--- src/hdl/ttmr_pkg.sv ---
// Package for the two-trade maximum rise block.
// Holds the default sizes and the control struct passed from the sequencer to the scan datapath.
// No dependencies.
`default_nettype none

package ttmr_pkg;

  localparam int TTMR_MAX_DAYS   = 1024;
  localparam int TTMR_PRICE_BITS = 16;

  // Per-cycle control from the sequencer to the backward scan.
  typedef struct packed {
    logic clear;      // start of a new backward pass
    logic data_vld;   // read data from the day store is valid this cycle
    logic data_last;  // this is the earliest day, the final one of the pass
  } ttmr_scan_ctrl_t;

endpackage

`default_nettype wire

--- src/hdl/ttmr_scan.sv ---
// Backward scan datapath: tracks the suffix maximum and best suffix rise, then the best total.
// Two stages: suffix update, then prefix-plus-suffix sum and maximum.
// Depends on ttmr_pkg.
`default_nettype none

module ttmr_scan #(
  parameter int PRICE_BITS = 16
) (
  input  wire logic                        clk,
  input  wire logic                        rst_n,
  input  wire ttmr_pkg::ttmr_scan_ctrl_t   ctrl,
  input  wire logic [2*PRICE_BITS-1:0]     rd_data,
  output logic      [PRICE_BITS:0]         total_r,
  output logic                             done_r
);

  import ttmr_pkg::*;

  logic [PRICE_BITS-1:0] price;
  logic [PRICE_BITS-1:0] prefix;
  logic [PRICE_BITS-1:0] high_r;
  logic [PRICE_BITS-1:0] sfx_r;
  logic [PRICE_BITS-1:0] pre_a_r;
  logic [PRICE_BITS-1:0] drop;
  logic                  va_r;
  logic                  la_r;
  logic [PRICE_BITS:0]   sum;

  assign price  = rd_data[PRICE_BITS-1:0];
  assign prefix = rd_data[2*PRICE_BITS-1:PRICE_BITS];
  assign drop   = high_r - price;
  assign sum    = {1'b0, pre_a_r} + {1'b0, sfx_r};

  // Stage A: suffix maximum and best suffix rise.
  always_ff @(posedge clk) begin
    if (ctrl.clear) begin
      high_r <= '0;
      sfx_r  <= '0;
    end else if (ctrl.data_vld) begin
      if (price > high_r) begin
        high_r <= price;
      end else if (drop > sfx_r) begin
        sfx_r <= drop;
      end
    end
    if (ctrl.data_vld) begin
      pre_a_r <= prefix;
    end
  end

  // Stage B: best combined total.
  always_ff @(posedge clk) begin
    if (ctrl.clear) begin
      total_r <= '0;
    end else if (va_r && (sum > total_r)) begin
      total_r <= sum;
    end
  end

  always_ff @(posedge clk) begin
    if (!rst_n) begin
      va_r   <= 1'b0;
      la_r   <= 1'b0;
      done_r <= 1'b0;
    end else begin
      va_r   <= ctrl.data_vld;
      la_r   <= ctrl.data_vld && ctrl.data_last;
      done_r <= la_r;
    end
  end

endmodule

`default_nettype wire
--- config.mk ---
export PLATFORM = sky130hd
export DESIGN_NAME = ttmr_scan
export DESIGN_NICKNAME = d
export VERILOG_FILES = /design/src/hdl/ttmr_pkg.sv /design/src/hdl/ttmr_scan.sv
export SDC_FILE = /design/constraint.sdc
export NUM_CORES = 1
export LEC_CHECK = 0
export CAP_MARGIN = 0
export CORE_MARGIN = 3
export CORE_UTILIZATION = 29
export CTS_CLUSTER_DIAMETER = 60
export DETAILED_ROUTE_END_ITERATION = 7
export DONT_BUFFER_PORTS = 1
export GPL_TIMING_DRIVEN = 0
export MAX_ROUTING_LAYER = met4
export PLACE_DENSITY = 0.47
export RECOVER_POWER = 50
export SKIP_CTS_REPAIR_TIMING = 1
export SYNTH_ARGS = -nofsm -noshare
export SYNTH_HDL_FRONTEND = slang
export SYNTH_SLANG_ARGS = --single-unit
--- constraint.sdc ---
create_clock -name clk -period 3.4 [get_ports clk]
set_input_delay 0.17 -clock clk [delete_from_list [all_inputs] [get_ports clk]]
set_output_delay 0.17 -clock clk [all_outputs]
set_load 0.005 [all_outputs]
# After elaboration in Yosys (flattened, before gate mapping)
# Index checks and enable logic that the tools add are counted.
# word_totals
register_bits	68
latchBits	0
mem_bits_rw	0
romBits	0
in_bits	37
out_inout_bits	18
elab_cells	17
mem_count	0
# classes
add_sub_neg	2
multipliers	0
n_div	0
n_lt_le_gt_ge	3
eq_ne	0
n_shift	0
muxes	0
bitwise	1
reduce_logical	4
# op_table
op	count
$gt A16 B16 Y1	2
$add A16 B16 Y17	1
$gt A17 B17 Y1	1
$sub A16 B16 Y16	1
$reduce_and A3 Y1	1
$logic_and A1 B1 Y1	2
$reduce_and A2 Y1	1
$not A1 Y1	1

# Longest topological paths before layout
# depth
ltp_word	3
mapped_depth	18
mapped_depth_nobuf	16

# Least setup slack after synthesis
# Ideal clock, no wire load.
# synth_path
path_type	reg2reg
startpoint	register pre_a_r[0]
endpoint	register total_r[13]
setup_ps	92
t_arrival_ps	3628
required_time_ps	3308
path_slack_ps	-320
path_stages_with_launch	17
n_path_buf	1
synth_period_minus_slack_ps	3720
cell_sequence	edfxtp_1 -> ha_1 -> fa_1 -> a21oi_1 -> o21ai_1 -> a2111oi_0 -> nor2_1 -> mux2i_1 -> nor2_1 -> ha_1 -> and4_1 -> nand3_1 -> a31o_2 -> a31oi_1 -> buf_2 -> nand2_1 -> o32ai_1
# synth_via
elab_chain_len	3
# synth_rtl
element	line_no	source
start, declared	ttmr_scan.sv:23	logic [PRICE_BITS-1:0] pre_a_r;
start signal, assigned	ttmr_scan.sv:47	pre_a_r <= prefix;
$add A16 B16 Y17	ttmr_scan.sv:32	assign sum = {1'b0, pre_a_r} + {1'b0, sfx_r};
via sum[14]	ttmr_scan.sv:27	logic [PRICE_BITS:0] sum;
$gt A17 B17 Y1	ttmr_scan.sv:55	end else if (va_r && (sum > total_r)) begin
$logic_and A1 B1 Y1	ttmr_scan.sv:55	
end signal, assigned	ttmr_scan.sv:56	total_r <= sum;
end, declared	ttmr_scan.sv:13	output logic [PRICE_BITS:0] total_r,
# The timed path passes the listed nets, and every way through them passes these cells.
# A chain may end at the register's enable or synchronous reset.

# Worst setup path in the final report
# layout_path
startpoint	register high_r[0]
endpoint	register sfx_r[13]
# layout_via
elab_chain_len	3
elab_cells_between_ends	5
classes_between	add/sub (1); order compare (2); bitwise (1); reduce/logical (1)
# layout_rtl
element	line_no	source
start, declared	ttmr_scan.sv:21	logic [PRICE_BITS-1:0] high_r;
start signal, assigned	ttmr_scan.sv:41	high_r <= price;
$sub A16 B16 Y16	ttmr_scan.sv:31	assign drop = high_r - price;
via drop[14]	ttmr_scan.sv:24	logic [PRICE_BITS-1:0] drop;
$gt A16 B16 Y1	ttmr_scan.sv:42	end else if (drop > sfx_r) begin
$reduce_and A3 Y1 (no source line)	n/a	
end signal, assigned	ttmr_scan.sv:43	sfx_r <= drop;
end, declared	ttmr_scan.sv:22	logic [PRICE_BITS-1:0] sfx_r;
# The timed path passes the listed nets, and every way through them passes these cells.

==> results by group <==
Synthesis
  • Share of the synthesized area in the top cell type: 20.69%
  • Syn Std Cell Area: 5032 µm²
  • Post-synthesis cell count: 579
  • Synth Area per Inst: 8.691 µm²
  • #FFs+latches synth: 68
  • Leading area contributor after synthesis: dfxtp_1
  • Synth unique cells: 63
  • Primary FF master, synth: dfxtp_1
  • Ys async rst share: 0%
  • Sequential area share after synthesis: 30.23%
  • Syn_nets: 683
  • Warnings, synthesis: 0
  • Post-synth EDFFs: 16
  • Commonest cells post-synth: ha_1, a21oi_1, inv_1
  • Most area-consuming cells after synthesis: dfxtp_1, ha_1, edfxtp_1, a21oi_1, mux2i_1
  • Cell with the most instances after synthesis: ha_1

Cells and area
  • Post-route design area: 6431 µm²
  • Layout cells sized above 1: 16.28%
  • Final-stage net count: 738
  • ANT cells: 0
  • Area delta synth->final: 27.80%

STA
  • Unrepaired setup endpoints after global routing: yes
  • TNS Setup: -10.01 ns
  • Post-route clock period utilization: 111.4%
  • Fmax achieved: 264.1 MHz
  • Slew Viols, Final: 0
  • Final WS setup: -0.3868 ns
  • Final Hold Viols: 4
  • Worst-margin pin slew: 1.003 ns
  • Clock skew: 0.008891 ns
  • WHS: -0.02474 ns
  • Final setup viols: 33
  • Fin crit period: 3.787 ns
  • Rel. slew slack: 32.89%

Hold path
  • Min-Delay Endpoint: high_r[15]
  • Worst Hold Depth: 2
  • HP Class: input port to flip-flop
  • Min-delay src: rd_data[15]

Drt
  • Met2 wire length: 6591 µm
  • Vias per inst: 5.106
  • Top Metal Used: met4
  • Total iterations of the first detailed-routing run: 4
  • DRT iter0 DRCs: 258
  • M1 WL: 6343 µm
  • Wire length per cell: 16.16 µm
  • Routed Antenna Nets: 0
  • WL met3: 692 µm
  • Via count: 4386
  • # DRC: 0
  • Final WL: 13880 µm

Clock tree
  • CTS root buf: clkbuf_16
  • Max clock buf depth: 2
  • TritonCTS clock tree: done
  • CTS H-tree depth: 3
  • Clock sink total: 68
  • Clock-pin slew on the worst setup and hold paths: 0.06 ns
  • Clk_lat worst skew: 0.35 ns
  • Number of CTS-inserted buffers: 9

Floorplan
  • Initial core utilization: 30.03%
  • Core area: 16760 µm²
  • Die ar.: 18970 µm²
  • I/O pins: 55
  • Chip Width: 137.7 µm
  • Rows: 47
  • Vert. Die Dim: 137.7 µm

Setup path
  • CP peak stage delay: 0.39 ns
  • Crit path top cell by count: inv_2
  • Buffers and inverters on the worst path: 4
  • Slowest-stage cell, CP: ha_1
  • R2R setup slack: -0.39 ns
  • Worst path top cell family by delay: compound AO/OA/AOI/OAI gates
  • Worst flop-to-flop path endpoint: sfx_r[13]
  • Worst Path Arrival: 4.02 ns
  • Startpoint Class: flip-flop
  • Worst EP required: 3.63 ns
  • Crit Path Class: flip-flop to flip-flop
  • Worst r2r path cells: 16
  • Critical Path End Type: flip-flop
  • Worst Path Max Fanout: 4
  • Critical path, cell by cell: inv_2, ha_4, inv_2, fa_2, a21o_1, a311o_1, a21boi_1, o211ai_1, ha_1, nand4_1, buf_6, a2111oi_4, nor4b_4, buf_4, nor2_4, mux2_4
  • RR Startpoint: high_r[0]

Power
  • Final total power: 0.002936 W
  • Maximum vdd ir drop: 0.2452 mV
  • LEAKAGE: 2.576 nW
  • Pwr/cell area: 456.5 nW/µm²

Status
  • Failing checks: hold timing, setup timing
  • Status: complete, but fails checks

GRT
  • Total gr overflow: 0
  • Antenna violations before repair: 1
  • Largest net degree at the start of global routing: 21
  • Vias in the first global route: 4059
  • First-pass GRT wire length: 20740 µm
  • Total track usage: 14.63%

Place
  • DPL Wire Length: 10120 µm
  • PortBufs: 0
  • DP Area: 5353 µm²
  • GP Congestion: 0.9210

Run
  • Max-Cap Viols: 0
==> power breakdown <==
part | total [W] | switching [W] | internal, W
registers | 0.000943 | 0.0000506 | 0.000892
clock network | 0.000949 | 0.000385 | 0.000564
logic | 0.00104 | 0.000578 | 0.000466
total | 0.00294 | 0.00101 | 0.00192
==> worst register-to-register path: cells and delay by family (launching register included) <==
family	cells	cell delay, ns
fa+ha+maj	3	0.85
simple gates	3	0.42
buf+inv	4	0.45
compound gates	5	1.33
flops	1	0.32
mux	1	0.31
==> sequential cells by signal, summed over array words and instances, names as in the netlist <==
| signal | cells |
|---|---|
| done_r | 1 |
| high_r | 16 |
| la_r | 1 |
| pre_a_r | 16 |
| sfx_r | 16 |
| total_r | 17 |
| va_r | 1 |
==> cell type report <==
type	instances	area [µm²]
clock inverter	7	67.56
tap	220	275.3
fill	1683	10330
inverter	58	217.7
buffer	19	122.6
clock buffer	9	225.2
multi-input combinational	431	3545
timing repair buffer	47	454.2
sequential	68	1524
==> routing by layer <==
metal  global-route usage (%)  up-vias
met1                    18.07     2068
met3                    3.725       19
met2                    23.32       89
li1                         -     2210
met5                        -        -
met4                    4.995        0
==> per-stage QoR <==
| stage | utilization (%) | setup WS [ns] | instances |
|---|---|---|---|
| after floorplan | - | 0.003513 | 579 |
| after global placement | 31.94 | -0.5308 | 799 |
| after detailed placement | 31.94 | -0.5498 | 799 |
| after CTS | 33.68 | -0.5681 | 815 |
| after global routing | 38.37 | -0.5455 | 859 |
| final | 38.37 | -0.3868 | 859 |
==> cells in the final DEF (no fill, tap or decap), types with 10 or more instances in the layout <==
cell,synthesis,layout
mux2i_1,28,27
o21ai_0,29,24
a21oi_1,58,48
nand3_1,19,14
nor2_1,38,37
inv_1,58,56
buf_4,1,13
dfxtp_1,52,50
dlygate4sd3_1,0,31
a21oi_2,4,13
edfxtp_1,16,16
a21o_1,10,10
nand2_1,37,36
ha_1,65,59
==> cells by family after synthesis <==
group	synth area share, %
DFF	30.23
xor gates and xnor gates	3.133
and+or+nand+nor	15.84
muxes	5.868
buffers and inverters	6.390
AOI/OAI and AO/OA	21.58
adders and majority gates	16.96
==> how the worst max path moves through the flow <==
stage	startpoint	endpoint	slack [ns]	cells past startpoint
finish	high_r[0]	sfx_r[13]	-0.39	16
global placement	pre_a_r[6]	total_r[8]	-0.53	15
CTS	high_r[0]	sfx_r[13]	-0.57	15
global route	pre_a_r[0]	total_r[6]	-0.55	16
detailed placement	pre_a_r[6]	total_r[6]	-0.55	15
floorplan	pre_a_r[0]	total_r[8]	0.004	16
No activity file was read; power rests on OpenSTA's default activity.
